==> src/hdl/nmea_altitude_field_parser_defines.svh <==
// assertion macros shared by the nmea altitude field parser modules
// no dependencies; included by the modules that carry assertions
`ifndef NMEA_ALTITUDE_FIELD_PARSER_DEFINES_SVH
`define NMEA_ALTITUDE_FIELD_PARSER_DEFINES_SVH

// same-cycle implication, checked outside reset
`define NAFP_ASSERT_IMP(label, clk, rst, ante, cons, msg) \
   label: assert property (@(posedge clk) disable iff (rst) (ante) |-> (cons)) \
      else $error(msg);

// next-cycle implication, checked outside reset
`define NAFP_ASSERT_NEXT(label, clk, rst, ante, cons, msg) \
   label: assert property (@(posedge clk) disable iff (rst) (ante) |=> (cons)) \
      else $error(msg);

`endif

==> src/hdl/nafp_pkg.sv <==
// shared types, character codes and constants for the nmea altitude field parser
// no dependencies; imported by every module of the block
`default_nettype none

package nafp_pkg;

   // ascii codes the parser reacts to
   localparam logic [7:0] CHAR_DOLLAR  = 8'h24;
   localparam logic [7:0] CHAR_NEWLINE = 8'h0A;
   localparam logic [7:0] CHAR_STAR    = 8'h2A;
   localparam logic [7:0] CHAR_COMMA   = 8'h2C;
   localparam logic [7:0] CHAR_POINT   = 8'h2E;
   localparam logic [7:0] CHAR_MINUS   = 8'h2D;
   localparam logic [7:0] CHAR_PLUS    = 8'h2B;
   localparam logic [7:0] CHAR_ZERO    = 8'h30;
   localparam logic [7:0] CHAR_NINE    = 8'h39;

   // configuration and sizing
   localparam int unsigned FIELD_NUM_W         = 5;
   localparam logic [FIELD_NUM_W-1:0] FIELD_NUMBER_RESET = 5'd9;
   localparam logic [FIELD_NUM_W-1:0] COMMA_COUNT_MAX    = 5'd31;
   localparam int unsigned FIELD_CHARS_MAX_DEFAULT = 11;

   // magnitude in thousandths, capped at 2^31
   localparam int unsigned ACC_W   = 32;
   localparam int unsigned WIDE_W  = 36;
   localparam logic [ACC_W-1:0] MAG_CAP = 32'h8000_0000;
   localparam logic [ACC_W-1:0] POS_MAX = 32'h7FFF_FFFF;
   localparam logic [1:0] FRAC_DIGITS_MAX = 2'd3;

   // byte handed from the input register to the parser
   typedef struct packed {
      logic       valid;
      logic [7:0] rx_byte;
   } byte_stage_type;

   // one result request
   typedef struct packed {
      logic signed [ACC_W-1:0] altitude_milli;
      logic                    field_found;
   } result_type;

   // weight of a fractional digit in thousandths
   function automatic logic [6:0] frac_weight(input logic [1:0] pos);
      logic [6:0] w;
      unique case (pos)
         2'd0:    w = 7'd100;
         2'd1:    w = 7'd10;
         default: w = 7'd1;
      endcase
      return w;
   endfunction

endpackage

`default_nettype wire

==> src/hdl/nafp_in_stage.sv <==
// input register for received bytes, with valid/ready toward the source
// depends on nafp_pkg
`default_nettype none

module nafp_in_stage
   import nafp_pkg::*;
(
   input  wire logic           clock,
   input  wire logic           reset,
   input  wire logic           req_valid,
   output logic                req_ready,
   input  wire logic [7:0]     req_rx_byte,
   input  wire logic           advance,
   output byte_stage_type      stage
);

   logic       valid_ff, valid_in;
   logic [7:0] byte_ff;
   logic       req_fire;

   // room when empty or when the parser drains the held byte
   assign req_ready = !valid_ff || advance;
   assign req_fire  = req_valid && req_ready;

   always_comb begin
      valid_in = valid_ff;
      if (req_fire) begin
         valid_in = 1'b1;
      end else if (advance) begin
         valid_in = 1'b0;
      end
   end

   always_ff @(posedge clock) begin
      if (reset) begin
         valid_ff <= 1'b0;
      end else begin
         valid_ff <= valid_in;
      end
      if (req_fire) begin
         byte_ff <= req_rx_byte;
      end
   end

   assign stage.valid   = valid_ff;
   assign stage.rx_byte = byte_ff;

endmodule

`default_nettype wire

==> src/hdl/nafp_parser.sv <==
// sentence tracking, field conversion to thousandths and the result register
// depends on nafp_pkg and nmea_altitude_field_parser_defines.svh
`default_nettype none

`include "nmea_altitude_field_parser_defines.svh"

module nafp_parser
   import nafp_pkg::*;
#(
   parameter int unsigned FIELD_CHARS_MAX = FIELD_CHARS_MAX_DEFAULT
)
(
   input  wire logic                   clock,
   input  wire logic                   reset,
   input  wire logic [FIELD_NUM_W-1:0] field_number,
   input  wire byte_stage_type         stage,
   output logic                        advance,
   output logic                        rsp_valid,
   input  wire logic                   rsp_ready,
   output result_type                  result
);

   localparam int unsigned CNT_W = $clog2(FIELD_CHARS_MAX + 1);
   localparam logic [CNT_W-1:0] CNT_MAX = CNT_W'(FIELD_CHARS_MAX);

   // sentence and conversion state
   logic                   in_sentence_ff, in_sentence_in;
   logic [FIELD_NUM_W-1:0] comma_ff, comma_in;
   logic [ACC_W-1:0]       acc_ff, acc_in;
   logic [1:0]             frac_ff, frac_in;
   logic                   point_ff, point_in;
   logic                   minus_ff, minus_in;
   logic                   stopped_ff, stopped_in;
   logic [CNT_W-1:0]       cnt_ff, cnt_in;

   // result register
   logic                   rsp_valid_ff, rsp_valid_in;
   result_type             result_ff, result_in;

   logic             fire;
   logic [7:0]       c;
   logic             in_field;
   logic             emit;
   logic             emit_found;
   logic             is_digit;
   logic [3:0]       digit;
   logic [WIDE_W-1:0] acc_wide;
   logic [WIDE_W-1:0] acc_sum;
   logic [ACC_W-1:0] emit_value;

   assign advance  = !rsp_valid_ff || rsp_ready;
   assign fire     = stage.valid && advance;
   assign c        = stage.rx_byte;
   assign in_field = (comma_ff == field_number);
   assign is_digit = (c >= CHAR_ZERO) && (c <= CHAR_NINE);
   assign digit    = 4'(c - CHAR_ZERO);
   assign acc_wide = {{(WIDE_W-ACC_W){1'b0}}, acc_ff};

   // digit accumulate: shift in an integer digit or add a weighted fraction digit
   always_comb begin
      if (!point_ff) begin
         acc_sum = (acc_wide << 3) + (acc_wide << 1)
                 + WIDE_W'(14'(digit) * 14'd1000);
      end else if (frac_ff < FRAC_DIGITS_MAX) begin
         acc_sum = acc_wide + WIDE_W'(11'(digit) * 11'(frac_weight(frac_ff)));
      end else begin
         acc_sum = acc_wide;
      end
   end

   // signed, saturated result value
   always_comb begin
      if (!emit_found) begin
         emit_value = '0;
      end else if (minus_ff) begin
         emit_value = ACC_W'(0) - acc_ff;
      end else if (acc_ff[ACC_W-1]) begin
         emit_value = POS_MAX;
      end else begin
         emit_value = acc_ff;
      end
   end

   // per-byte state update
   always_comb begin
      in_sentence_in = in_sentence_ff;
      comma_in       = comma_ff;
      acc_in         = acc_ff;
      frac_in        = frac_ff;
      point_in       = point_ff;
      minus_in       = minus_ff;
      stopped_in     = stopped_ff;
      cnt_in         = cnt_ff;
      emit           = 1'b0;
      emit_found     = 1'b0;
      if (fire) begin
         if (c == CHAR_DOLLAR) begin
            in_sentence_in = 1'b1;
            comma_in       = '0;
            acc_in         = '0;
            frac_in        = '0;
            point_in       = 1'b0;
            minus_in       = 1'b0;
            stopped_in     = 1'b0;
            cnt_in         = '0;
         end else if (in_sentence_ff) begin
            if (c == CHAR_STAR || c == CHAR_NEWLINE) begin
               emit       = 1'b1;
               emit_found = in_field;
            end else if (c == CHAR_COMMA) begin
               if (in_field) begin
                  emit       = 1'b1;
                  emit_found = 1'b1;
               end else if (comma_ff < COMMA_COUNT_MAX) begin
                  comma_in = comma_ff + 1'b1;
               end
            end else if (in_field && cnt_ff < CNT_MAX) begin
               cnt_in = cnt_ff + 1'b1;
               if (!stopped_ff) begin
                  priority if (is_digit) begin
                     acc_in = (acc_sum > WIDE_W'(MAG_CAP)) ? MAG_CAP : ACC_W'(acc_sum);
                     if (point_ff && frac_ff < FRAC_DIGITS_MAX) begin
                        frac_in = frac_ff + 1'b1;
                     end
                  end else if (c == CHAR_POINT && !point_ff) begin
                     point_in = 1'b1;
                  end else if ((c == CHAR_MINUS || c == CHAR_PLUS) && cnt_ff == '0) begin
                     minus_in = (c == CHAR_MINUS);
                  end else begin
                     stopped_in = 1'b1;
                  end
               end
            end
         end
      end
      if (emit) begin
         in_sentence_in = 1'b0;
      end
   end

   // result register: load on emit, drop when taken
   always_comb begin
      rsp_valid_in = rsp_valid_ff;
      result_in    = result_ff;
      if (emit) begin
         rsp_valid_in             = 1'b1;
         result_in.altitude_milli = emit_value;
         result_in.field_found    = emit_found;
      end else if (rsp_ready) begin
         rsp_valid_in = 1'b0;
      end
   end

   always_ff @(posedge clock) begin
      if (reset) begin
         in_sentence_ff <= 1'b0;
         comma_ff       <= '0;
         acc_ff         <= '0;
         frac_ff        <= '0;
         point_ff       <= 1'b0;
         minus_ff       <= 1'b0;
         stopped_ff     <= 1'b0;
         cnt_ff         <= '0;
         rsp_valid_ff   <= 1'b0;
      end else begin
         in_sentence_ff <= in_sentence_in;
         comma_ff       <= comma_in;
         acc_ff         <= acc_in;
         frac_ff        <= frac_in;
         point_ff       <= point_in;
         minus_ff       <= minus_in;
         stopped_ff     <= stopped_in;
         cnt_ff         <= cnt_in;
         rsp_valid_ff   <= rsp_valid_in;
      end
      result_ff <= result_in;
   end

   assign rsp_valid = rsp_valid_ff;
   assign result    = result_ff;

   // checks
   `NAFP_ASSERT_IMP(a_mag_capped, clock, reset, 1'b1, acc_ff <= MAG_CAP, "magnitude above cap")
   `NAFP_ASSERT_IMP(a_frac_after_point, clock, reset, frac_ff != 2'd0, point_ff, "fraction digits without point")
   `NAFP_ASSERT_IMP(a_char_bound, clock, reset, 1'b1, cnt_ff <= CNT_MAX, "field char count overrun")
   `NAFP_ASSERT_NEXT(a_emit_ends_sentence, clock, reset, emit, !in_sentence_ff && rsp_valid_ff, "emit did not close sentence")

endmodule

`default_nettype wire

==> src/hdl/nmea_altitude_field_parser.sv <==
// A byte accepted into the input register is parsed from there, and a result it closes is
// loaded into the result register, which drives rsp_valid.
// Throughput: one byte per cycle; the input stalls only while a result waits on rsp_ready.
// Reset is synchronous, active high: field_number returns to 9, the parser waits for '$',
// and both the input and result registers are emptied.
// top level: config register, input register and parser; depends on nafp_pkg, nafp_in_stage,
// nafp_parser
`default_nettype none

module nmea_altitude_field_parser
   import nafp_pkg::*;
#(
   parameter int unsigned FIELD_CHARS_MAX = FIELD_CHARS_MAX_DEFAULT
)
(
   input  wire logic                   clock,
   input  wire logic                   reset,
   input  wire logic                   csr_valid,
   output logic                        csr_ready,
   input  wire logic [FIELD_NUM_W-1:0] csr_field_number,
   input  wire logic                   req_valid,
   output logic                        req_ready,
   input  wire logic [7:0]             req_rx_byte,
   output logic                        rsp_valid,
   input  wire logic                   rsp_ready,
   output logic signed [ACC_W-1:0]     rsp_altitude_milli,
   output logic                        rsp_field_found
);

   logic [FIELD_NUM_W-1:0] field_number_ff, field_number_in;
   byte_stage_type         stage;
   logic                   advance;
   result_type             result;

   // field select register, always writable
   assign csr_ready = 1'b1;
   assign field_number_in = (csr_valid && csr_ready) ? csr_field_number : field_number_ff;

   always_ff @(posedge clock) begin
      if (reset) begin
         field_number_ff <= FIELD_NUMBER_RESET;
      end else begin
         field_number_ff <= field_number_in;
      end
   end

   // input register
   nafp_in_stage u_in_stage (
      .clock       (clock),
      .reset       (reset),
      .req_valid   (req_valid),
      .req_ready   (req_ready),
      .req_rx_byte (req_rx_byte),
      .advance     (advance),
      .stage       (stage)
   );

   // parser and result register
   nafp_parser #(
      .FIELD_CHARS_MAX (FIELD_CHARS_MAX)
   ) u_parser (
      .clock        (clock),
      .reset        (reset),
      .field_number (field_number_ff),
      .stage        (stage),
      .advance      (advance),
      .rsp_valid    (rsp_valid),
      .rsp_ready    (rsp_ready),
      .result       (result)
   );

   assign rsp_altitude_milli = result.altitude_milli;
   assign rsp_field_found    = result.field_found;

endmodule

`default_nettype wire

==> config.mk <==
export PLATFORM = sky130hd
export DESIGN_NAME = nmea_altitude_field_parser
export DESIGN_NICKNAME = d
export VERILOG_FILES = /design/src/hdl/nafp_pkg.sv /design/src/hdl/nafp_in_stage.sv /design/src/hdl/nafp_parser.sv /design/src/hdl/nmea_altitude_field_parser.sv
export VERILOG_INCLUDE_DIRS = /design/src /design/src/hdl
export SDC_FILE = /design/constraint.sdc
export NUM_CORES = 1
export LEC_CHECK = 0
export BUFFER_PORTS_ARGS = -buffer_cell sky130_fd_sc_hd__buf_2
export CORE_UTILIZATION = 35
export DETAILED_ROUTE_END_ITERATION = 8
export HOLD_SLACK_MARGIN = 0.15
export PLACE_DENSITY = 0.58
export SETUP_SLACK_MARGIN = 0.5
export SYNTH_ARGS = -nofsm -noshare
export SYNTH_HDL_FRONTEND = slang
export SYNTH_HIERARCHICAL = 1
export SYNTH_SLANG_ARGS = --single-unit
==> constraint.sdc <==
create_clock -name clock -period 13.8 [get_ports clock]
set_input_delay 2.76 -clock clock [delete_from_list [all_inputs] [get_ports clock]]
set_output_delay 2.76 -clock clock [all_outputs]
set_load 0.05 [all_outputs]
==> results of run 1 <==
[per-layer routing]
| layer | part of all wire (%) | global-route usage [%] | up-vias |
|---|---|---|---|
| li1 | - | - | 4097 |
| met5 | 0 | 0 | - |
| met1 | 51 | 25.9 | 3883 |
| met3 | 4.4 | 1.91 | 19 |
| met4 | 1.1 | 3.86 | 0 |
| met2 | 44 | 27.5 | 197 |
[layout by cell type, fill, tap and decap left out, drive strengths merged, types with 4 or more instances in the layout]
cell type and instances:
a31oi 8, nand2 126, a31o 5, a21oi 74, o31ai 7, a21o 9
buf 58, ha 100, edfxtp 41, or4 5, nand2b 9, and3 11
inv 89, and2 9, clkbuf 9, dfxtp 54, fa 33, o22ai 5
o211ai 9, nand3b 5, nand4 20, nor2b 10, clkinv 4, o21bai 4
xnor2 46, a211oi 31, xor2 36, o21ai 84, nand3 27, nor3 36
nor4 12, or3 6, o21a 7, nor3b 4, nor2 114, mux2i 15
[registers in the layout, summed over array words and instances (netlist names), 2 cells and up]
| register | count |
|---|---|
| u_parser/result | 33 |
| u_parser/comma_ff | 5 |
| u_parser/cnt_ff | 4 |
| u_in_stage/byte_ff | 8 |
| u_parser/acc_ff | 32 |
| field_number_ff | 5 |
| u_parser/frac_ff | 2 |
[cells by family (layout without fill, tap and decap cells)]
family | after synthesis | count (layout) | synth area share [%]
AOI/OAI and AO/OA | 278 | 278 | 19.0
xor gates and xnor gates | 82 | 82 | 7.66
adders and majority gates | 133 | 133 | 20.4
buffers and inverters | 147 | 160 | 6.09
DFF | 95 | 95 | 24.7
muxes | 16 | 16 | 1.72
other | 1 | 1 | 0.0400
and+or+nand+nor | 404 | 404 | 20.4
[final cells by class]
cell class | count | area, µm²
inverter | 86 | 323
sequential | 95 | 2310
clock buffer | 9 | 225
timing repair buffer | 58 | 305
tap | 335 | 419
clock inverter | 7 | 53.8
multi-input combinational | 914 | 6510
fill | 2692 | 16000
[worst max-delay path by stage]
stage | endpoint | slack (ps) | depth (start not counted)
after global placement | u_parser/acc_ff[15]$_SDFFE_PP0P_ | 6970 | 22
after floorplan | u_parser/result[16]$_SDFFCE_PN0P_ | 6790 | 7
after global routing | u_parser/acc_ff[11]$_SDFFE_PP0P_ | 6250 | 22
after detailed placement | u_parser/acc_ff[15]$_SDFFE_PP0P_ | 6820 | 22
final | u_parser/acc_ff[17]$_SDFFE_PP0P_ | 6860 | 22
after CTS | u_parser/acc_ff[15]$_SDFFE_PP0P_ | 6790 | 22
[worst max-delay path, delay by kind of cell, from the launching register on]
| family | cells | cell delay, ps |
|---|---|---|
| AO/OA/AOI/OAI | 12 | 2560 |
| adder cells (fa/ha/maj) | 5 | 2390 |
| AND/OR/NAND/NOR | 2 | 990 |
| flip-flops | 1 | 570 |
| XOR/XNOR | 1 | 170 |
| buffers and inverters | 2 | 130 |
[power by group through the flow]
stage	Clock [mW]	Combinational, mW	Sequential [mW]
6_report	0.237	0.177	0.299
5_1_grt	0.255	0.202	0.300
4_1_cts	0.244	0.177	0.299
3_5_place_dp	0	0.177	0.305
3_3_place_gp	0	0.175	0.305
2_1_floorplan	0	0.136	0.304
==> summary.md, run 1 <==
| Metric | Value |
|---|---|
| CTS clk-pin slew, worst paths | 70 ps |
| Netlist cell types | 80 |
| Std-Cell Rows | between 50 and 60 |
| DRT Pass-1 Iters | 7 |
| Setup CP Type | flop to flop |
| Flop pwr share | 42.0% |
| Final core utilization | 38.8% |
| Via density | 5.45 |
| Fmax | 144 MHz |
| Largest net degree at the start of global routing | 63 |
| Status | complete, but fails checks |
| Crit-path max FO | 30 |
| First-pass GRT wire length | 39400 µm |
| Crit path largest cell delay | 800 ps |
| Placed cells | 1488 |
| Synth Warn # | 6 |
| Final Hold Fails | 0 |
| Sink of the worst hold path | u_parser/cnt_ff[1]$_SDFFE_PP0P_ |
| Die X | ~170 µm |
| Clock power share | ~33% |
| Fin area | 10100 µm² |
| WL final | ~24000 µm |
| Combinational fraction of design power | 24.8% |
| Crit. Startpoint | u_in_stage/byte_ff[1]$_DFFE_PP_ |
| Sw Ratio | a little under a third |
| Synth top area share | 13.4% |
| R2R Path End | u_parser/acc_ff[17]$_SDFFE_PP0P_ |
| Reg2Reg Depth | 22 |
| Initial drt markers | approximately 630 |
| Register area share after synthesis | 24.7% |
| Final Skew | 10.2 ps |
| CTS Buffer Depth | 2 |
| Hold Path Class | flop to flop |
| Hold-fix buffers, CTS | 0 |
| Hold path cells | 2 |
| Tot Pwr | between 0.7 and 0.8 mW |
| Io pins | 54 |
| Prevailing post-synth register cell | dfxtp_1 |
| Psw | ~0.22 mW |
| PwrDens | 70.2 nW/µm² |
| CP Launch Type | flop |
| Num CTS Buffers | 9 |
| Initial antenna violation count | 0 |
| WL/cell | ~16 µm |
| Synth cell count leaders | 126 x nand2_1, 113 x nor2_1, 100 x ha_1, 85 x inv_1, 82 x o21ai_0 |
| Port Buffers | 52 |
| Grt ovf | 0 |
| Async set-reset flop share out of synthesis | 0% |
| Leak | 4.17 nW |
| Failing checks | DRC |
| #FFs+latches synth | 95 |
| Nets@finish | 1315 |
| Setup ws final | 6860 ps |
| Tcrit/Tclk final | 50.3% |
| Setup Fix Bufs, Post-CTS | 0 |
| Crit-path cells | fa_1 > inv_1 > fa_1 > inv_1 > ha_1 > a21oi_1 > o21bai_1 > a21oi_1 > o21ai_0 > a21oi_1 > xnor2_1 > fa_1 > ha_1 > nand4_1 > o22a_1 > o31ai_1 > o31ai_2 > a41o_1 > o41ai_1 > a311oi_2 > nand3_1 > o21ai_0 |
| Clock tree root buffer cell | clkbuf_16 |
| Antenna diodes | 0 |
| Max-cap viol count | 0 |
| Core footprint | about 26000 µm² |
| Vias | 8196 |
| Crit path capture type | flop |
| Most frequent cell after synthesis | nand2_1 |
| Placed Area | 9870 µm² |
| CP max stage cell | nand3_1 |
| Pint | a little under 0.5 mW |
| Worst Hold Margin | 503 ps |
| RR Startpoint | u_in_stage/byte_ff[1]$_DFFE_PP_ |
| Final setup vio count | 0 |
| R2r setup slk | 6860 ps |
| Number of H-tree levels | 3 |
| CP Data Arrival Time | between 7000 and 8000 ps |
| Worst Hold Launch | u_parser/cnt_ff[1]$_SDFFE_PP0P_ |
| Slew Limit Fails | 0 |
| Worst Path Required | 14040 ps |
| Number of flops mapped to enable cells by yosys | 41 |
| Post-CTS resize count | 0 |
| Setup slack at placement | 6820 ps |
| Unrepaired setup endpoints after global routing | no |
| DRC | 15 |
| GRT Overall Usage | 17.6% |
| Sum of negative setup slack | 0 ps |
| Mapped Nets | 1307 |
| Cell accounting for the most synthesized area | ha_1 |
| Synth area leaders | ha_1 13%, edfxtp_1 13%, dfxtp_1 12% |
| Post-route minimum period | 6940 ps |
| Worst slew margin | 28.9% |
| Synthesis-to-layout area growth | 8.28% |
| Worst slew pin tran | 1060 ps |
| Worst VDD drop | around 0.041 mV |
| Vias in the first global route | between 7k and 8k |
| Layout cells sized above 1 | 8.47% |
| Die Y-Extent | 166 µm |
| Routability cong. | 0.880 |
| Die Area | 27400 µm² |
| DP HPWL | 19200 µm |
| Antenna viol nets, final | 0 |
| Post-Synthesis Cell Area | 9370 µm² |
| Synth Area per Inst | approximately 8.1 µm² |
| Starting Density | 35.9% |
| Clock Sink Count | 95 |
| Mapped Cells | between 1k and 1.5k |
| Skew-Pair Late Insertion Delay | 350 ps |
| Post-route insts no fill | 1504 |
| CTS tree | done |
Note: power is estimated with default switching activity, not from simulation.
==> run 2: changes to the inputs <==
- PLACE_DENSITY: 0.58 -> 0.6
- clock period: 13.8 -> 5.7 ns (I/O delays scaled with it)
==> summary.md, run 2 (synthesis results as in run 1) <==
| Metric | Value |
|---|---|
| Sink of the worst hold path | u_in_stage/valid_ff$_SDFFE_PP0P_ |
| Final Skew | 11.1 ps (+0.980 ps) |
| Unrepaired setup endpoints after global routing | yes |
| Fillers | 2653 (-1.4%) |
| Failing checks | DRC |
| CTS tree | done |
| Io pins | 54 (unchanged) |
| Worst slew margin | 26.6% (-2.2 points) |
| Final setup vio count | 0 (unchanged) |
| Fmax | 182 MHz (+26%) |
| Synthesis-to-layout area growth | 13.4% |
| Crit-path max FO | 15 (-50%) |
| Reg2Reg Depth | 22 (unchanged) |
| Num CTS Buffers | 9 (unchanged) |
| Nets@finish | 1340 (+1.9%) |
| Initial antenna violation count | 0 (unchanged) |
| CP Data Arrival Time | 5770 ps (-1410 ps) |
| CTS clk-pin slew, worst paths | 70 ps (about the same) |
| CTS Buffer Depth | 2 (unchanged) |
| R2r setup slk | 210 ps (-6650 ps) |
| WL/cell | 17.5 µm (+8.8%) |
| DP HPWL | 20500 µm (+6.8%) |
| PwrDens | 175 nW/µm² (+150%) |
| DRC | 12 (-3) |
| First-pass GRT wire length | 43600 µm (+11%) |
| Worst VDD drop | 0.134 mV (+230%) |
| Clock tree root buffer cell | clkbuf_16 |
| Sum of negative setup slack | 0 ps (unchanged) |
| Die X | 166 µm (unchanged) |
| Commonest non-fill, non-tap cell in the layout | nand2_1 |
| Via density | 5.59 (+2.6%) |
| Routability cong. | 0.877 (-0.35%) |
| Leak | 4.37 nW (+4.7%) |
| Worst Hold Launch | u_in_stage/valid_ff$_SDFFE_PP0P_ |
| Most frequent cells in the layout | 125 x nand2_1, 112 x nor2_1, 96 x ha_1 |
| Hold path cells | 2 (unchanged) |
| Tcrit/Tclk final | 96.3% (+46 points) |
| Core footprint | 26100 µm² (unchanged) |
| R2R Path End | u_parser/acc_ff[20]$_SDFFE_PP0P_ |
| Die Area | 27400 µm² (unchanged) |
| Final Hold Fails | 0 (unchanged) |
| Clock Sink Count | 95 (unchanged) |
| Status | complete, but fails checks |
| Layout cells sized above 1 | 13.5% (+5.0 points) |
| Antenna diodes | 0 (unchanged) |
| Hold Path Class | flop to flop |
| Grt ovf | 0 (unchanged) |
| Placed cells | 1501 (+0.87%) |
| DRT Pass-1 Iters | 7 (unchanged) |
| Worst Path Required | 5980 ps (-8060 ps) |
| Setup CP Type | flop to flop |
| Worst slew pin tran | 1100 ps (+33.8 ps) |
| Vias | 8548 (+4.3%) |
| Die Y-Extent | 166 µm (unchanged) |
| Crit path capture type | flop |
| Hold-fix buffers, CTS | 0 (unchanged) |
| CP Launch Type | flop |
| Vias in the first global route | 8106 (+6.8%) |
| RR Startpoint | u_in_stage/byte_ff[2]$_DFFE_PP_ |
| Starting Density | 35.9% (unchanged) |
| GRT Overall Usage | 19.7% (+2.1 points) |
| Skew-Pair Late Insertion Delay | 360 ps (about the same) |
| Post-route insts no fill | 1529 (+1.7%) |
| Largest register FFs | 33 (unchanged) |
| Max-cap viol count | 0 (unchanged) |
| Post-route minimum period | 5490 ps (-1450 ps) |
| Port Buffers | 52 (unchanged) |
| Initial drt markers | 638 (+1.6%) |
| Slew Limit Fails | 0 (unchanged) |
| Antenna viol nets, final | 0 (unchanged) |
| WL final | 26800 µm (+11%) |
| Largest net degree at the start of global routing | 63 (unchanged) |
| Std-Cell Rows | 59 (unchanged) |
| Number of H-tree levels | 3 (unchanged) |
| Final core utilization | 40.7% (+1.8 points) |
run 2: cell types whose count changed in the layout (fill, tap and decap cells not counted), moves of 4 or more:
| cell | change |
|---|---|
| ha_4 | +4 |
| o21ai_2 | +14 |
| o21ai_0 | -19 |
| a21oi_1 | -7 |
| a21oi_2 | +6 |
| o21ai_1 | +5 |
| ha_1 | -4 |
| buf_4 | +21 |
run 2: final cells by class:
cell class | count | area (µm²) | area share, %
Inverter | 86 | 323 | 3.04
Tap cell | 335 | 419 | 3.94
Sequential cell | 95 | 2310 | 21.8
Timing Repair Buffer | 83 | 534 | 5.03
Clock buffer | 10 | 239 | 2.25
Clock inverter | 6 | 57.6 | 0.542
Multi-Input combinational cell | 914 | 6740 | 63.4
run 2: how the worst max path moves through the flow:
stage,from,end,slack (ps),depth (start not counted)
4_1_cts,u_in_stage/byte_ff[3]$_DFFE_PP_,u_parser/acc_ff[18]$_SDFFE_PP0P_,170,23
6_report,u_in_stage/byte_ff[2]$_DFFE_PP_,u_parser/acc_ff[20]$_SDFFE_PP0P_,210,22
5_1_grt,u_in_stage/byte_ff[3]$_DFFE_PP_,u_parser/acc_ff[12]$_SDFFE_PP0P_,-40,23
2_1_floorplan,u_in_stage/byte_ff[3]$_DFFE_PP_,u_parser/acc_ff[11]$_SDFFE_PP0P_,350,24
3_3_place_gp,u_in_stage/byte_ff[3]$_DFFE_PP_,u_parser/acc_ff[15]$_SDFFE_PP0P_,110,23
3_5_place_dp,u_in_stage/byte_ff[1]$_DFFE_PP_,u_parser/acc_ff[18]$_SDFFE_PP0P_,-40,21
run 2: per-stage QoR:
stage	setup WS [ps]	power, mW	area, µm²	hold WS, ps
5_1_grt	-43.2	1.98	10600	516
4_1_cts	168	1.86	10400	502
2_1_floorplan	346	1.08	9430	457
3_3_place_gp	108	1.18	10000	484
3_5_place_dp	-39.3	1.19	10000	490
6_report	211	1.86	10600	497
run 2: critical path, cell delays in order, from the launching register on:
cell,delay [ps]
edfxtp_1,440
fa_1,530
buf_4,180
fa_1,480
ha_4,310
inv_1,40
o21bai_1,150
a21oi_2,90
o21ai_2,150
a21oi_2,80
xnor2_2,160
fa_1,530
ha_4,310
nand4_1,150
buf_4,190
o31ai_4,240
o31ai_4,100
a41o_2,280
buf_6,130
a311oi_4,320
nand3_4,170
buf_8,210
o21ai_0,170
run 2: metal layers:
layer | global-route usage [%] | routed length [µm] | vias to the layer above
met1 | 27.5 | 12200 | 4105
met5 | 0 | 0 | -
met4 | 6.50 | 651 | 0
li1 | - | - | 4154
met3 | 2.29 | 1590 | 32
met2 | 31.5 | 12300 | 257
run 2: power breakdown:
part	internal [mW]	switching (mW)
Clock	0.321	0.295
Combinational	0.232	0.297
Sequential	0.712	0.00641
Total	1.27	0.598
run 2: repair_timing:
item	in CTS	in global routing
endpoints found under the setup margin	32	32
buffers inserted	9	2
cloned	0	1
hold endpoints to repair	0	0
pin swaps	7	21
resized for setup	16	44
==> run 3: changes to the inputs <==
- PLACE_DENSITY: 0.6 -> 0.58
- clock period: 5.7 -> 5.3 ns (I/O delays scaled with it)
==> summary.md, run 3 (synthesis results as in run 1) <==
| Metric | Value |
|---|---|
| Die Area | 27400 µm² (unchanged) |
| R2R Path End | u_parser/acc_ff[15]$_SDFFE_PP0P_ |
| Num CTS Buffers | 9 (unchanged) |
| Die X | 166 µm (unchanged) |
| WL/cell | 17.3 µm (-1.3%) |
| Clock Sink Count | 95 (unchanged) |
| Crit path capture type | flop |
| Sink of the worst hold path | u_in_stage/valid_ff$_SDFFE_PP0P_ |
| Setup CP Type | flop to flop |
| Max-cap viol count | 0 (unchanged) |
| Worst VDD drop | 0.129 mV (-3.4%) |
| Hold path cells | 2 (unchanged) |
| Grt ovf | 0 (unchanged) |
| Clock tree root buffer cell | clkbuf_16 |
| Crit path largest cell delay | 620 ps (+90 ps) |
| CTS Buffer Depth | 2 (unchanged) |
| CTS clk-pin slew, worst paths | 80 ps (about the same) |
| Worst slew margin | 25.6% (-1.0 points) |
| Unrepaired setup endpoints after global routing | yes |
| Status | complete, but fails checks |
| Skew-Pair Late Insertion Delay | 360 ps (about the same) |
| CP dominant cell by count | fa_1 |
| Commonest non-fill, non-tap cell in the layout | nand2_1 |
| Final setup vio count | 32 (+32) |
| CP max stage cell | fa_1 |
| Placed cells | 1531 (+2.0%) |
| Antenna viol nets, final | 0 (unchanged) |
| Synthesis-to-layout area growth | 14.3% |
| CP Launch Type | flop |
| RR Startpoint | u_in_stage/byte_ff[3]$_DFFE_PP_ |
| DRT Pass-1 Iters | 7 (unchanged) |
| CTS tree | done |
| Vias | 8563 (+0.18%) |
| Post-route minimum period | 5500 ps (+7.16 ps) |
| Crit-path cells | fa_1 > inv_1 > fa_1 > inv_2 > ha_4 > a21o_1 > a21oi_2 > inv_1 > a21oi_1 > o21ai_1 > xor2_1 > fa_1 > ha_4 > a21oi_2 > o22a_1 > o31ai_2 > o31ai_2 > a41o_1 > o31ai_1 > a32oi_1 > nand3_2 > buf_12 > o31ai_4 |
| Post-route insts no fill | 1554 (+1.6%) |
| Final Hold Fails | 0 (unchanged) |
| Final Skew | 12.0 ps (+0.802 ps) |
| Std-Cell Rows | 59 (unchanged) |
| Via density | 5.51 (-1.4%) |
| First-pass GRT wire length | 43900 µm (+0.68%) |
| Core footprint | 26100 µm² (unchanged) |
| Nets@finish | 1365 (+1.9%) |
| Fmax | 182 MHz (-0.13%) |
| Antenna diodes | 0 (unchanged) |
| Pint | 1.39 mW (+10%) |
| Combinational fraction of design power | 29.5% (+1.1 points) |
| Sw Ratio | 32.5% (+0.36 points) |
| Setup ws final | -196 ps (-407 ps) |
| Psw | 0.669 mW (+12%) |
| Hold Path Class | flop to flop |
| Fillers | 2630 (-0.87%) |
| GRT Overall Usage | 19.9% (+0.20 points) |
| WL final | 26800 µm (+0.29%) |
| Tcrit/Tclk final | 104% (+7.4 points) |
| Die Y-Extent | 166 µm (unchanged) |
| Hold-fix buffers, CTS | 0 (unchanged) |
| Number of H-tree levels | 3 (unchanged) |
| Worst Hold Launch | u_in_stage/valid_ff$_SDFFE_PP0P_ |
| Worst Path Required | 5580 ps (-400 ps) |
| Most frequent cells in the layout | 125 x nand2_1, 112 x nor2_1, 96 x ha_1 |
| Largest register FFs | 33 (unchanged) |
| Initial drt markers | 672 (+5.3%) |
| Worst slew pin tran | 1110 ps (+14.9 ps) |
| Port Buffers | 52 (unchanged) |
| Clock power share | 33.1% (about the same) |
| Leak | 4.45 nW (+1.8%) |
| Reg2Reg Depth | 23 (+4.5%) |
| DRC | 10 (-2) |
| Failing checks | DRC, setup timing |
| Initial antenna violation count | 0 (unchanged) |
| Vias in the first global route | 8115 (+0.11%) |
| Largest net degree at the start of global routing | 63 (unchanged) |
| Slew Limit Fails | 0 (unchanged) |
| R2r setup slk | -200 ps (-410 ps) |
| Routability cong. | 0.873 (-0.50%) |
| Crit-path max FO | 20 (+5) |
| PwrDens | 193 nW/µm² (+9.8%) |
| Flop pwr share | 37.5% (-1.1 points) |
| CP Data Arrival Time | 5780 ps (about the same) |
| Layout cells sized above 1 | 13.7% (+0.22 points) |
| DP HPWL | 20600 µm (+0.51%) |
| Starting Density | 35.9% (unchanged) |
| Sum of negative setup slack | -5050 ps (-5050 ps) |
| Io pins | 54 (unchanged) |
[run 3: worst max-delay path by stage]
| stage | startpoint | to | cells after the start |
|---|---|---|---|
| 3_5_place_dp | u_in_stage/byte_ff[2]$_DFFE_PP_ | u_parser/acc_ff[27]$_SDFFE_PP0P_ | 23 |
| 2_1_floorplan | u_in_stage/byte_ff[3]$_DFFE_PP_ | u_parser/acc_ff[11]$_SDFFE_PP0P_ | 24 |
| 3_3_place_gp | u_in_stage/byte_ff[3]$_DFFE_PP_ | u_parser/acc_ff[15]$_SDFFE_PP0P_ | 23 |
| 6_report | u_in_stage/byte_ff[3]$_DFFE_PP_ | u_parser/acc_ff[15]$_SDFFE_PP0P_ | 23 |
| 4_1_cts | u_in_stage/byte_ff[2]$_DFFE_PP_ | u_parser/acc_ff[15]$_SDFFE_PP0P_ | 23 |
| 5_1_grt | u_in_stage/byte_ff[2]$_DFFE_PP_ | u_parser/acc_ff[15]$_SDFFE_PP0P_ | 23 |
[run 3: repair_timing]
action,CTS,global route
resized for setup,23,15
endpoints found under the setup margin,32,32
pin swaps,10,4
setup buffers,6,1
[run 3: cell type report]
| cell class | instances | area, µm² | area share, % |
|---|---|---|---|
| clock inverters | 7 | 86.3 | 0.806 |
| flip-flops and latches | 95 | 2310 | 21.6 |
| clock buffers | 9 | 225 | 2.10 |
| multi-input cells | 914 | 6640 | 62.0 |
| well taps | 335 | 419 | 3.91 |
| repair buffers | 108 | 708 | 6.61 |
| inverters | 86 | 323 | 3.01 |
[run 3: power by group through the flow]
stage	clock network [mW]	registers, mW	logic, mW
after floorplan	0	0.792	0.373
after global placement	0	0.790	0.554
after detailed placement	0	0.790	0.563
after CTS	0.696	0.773	0.600
after global routing	0.724	0.774	0.686
final	0.682	0.772	0.608
[run 3: worst max-delay path: cells and delay by family (launching register included)]
family                     cells  cell delay, ps
adders and majority gates      5            2160
AOI/OAI and AO/OA             12            2100
DFF                            1             430
buffers and inverters          4             350
xor gates and xnor gates       1             210
and+or+nand+nor                1             170
[run 3: metrics by stage]
stage	power, mW	setup WS [ps]	utilization [%]	hold WS [ps]	area [µm²]
floorplan	1.16	-54.1	-	457	9430
global placement	1.34	-201	39.2	480	10200
detailed placement	1.35	-274	39.2	484	10200
CTS	2.07	-164	40.9	503	10700
global route	2.18	-537	41.0	517	10700
finish	2.06	-196	41.0	501	10700
[run 3: layer usage]
| metal | vias to the layer above | part of all wire (%) | GRT usage (%) |
|---|---|---|---|
| met5 | - | 0 | 0 |
| met2 | 262 | 46 | 32.1 |
| met4 | 0 | 1.6 | 5.77 |
| met3 | 24 | 6.0 | 2.03 |
| met1 | 4075 | 47 | 28.0 |
| li1 | 4202 | - | - |
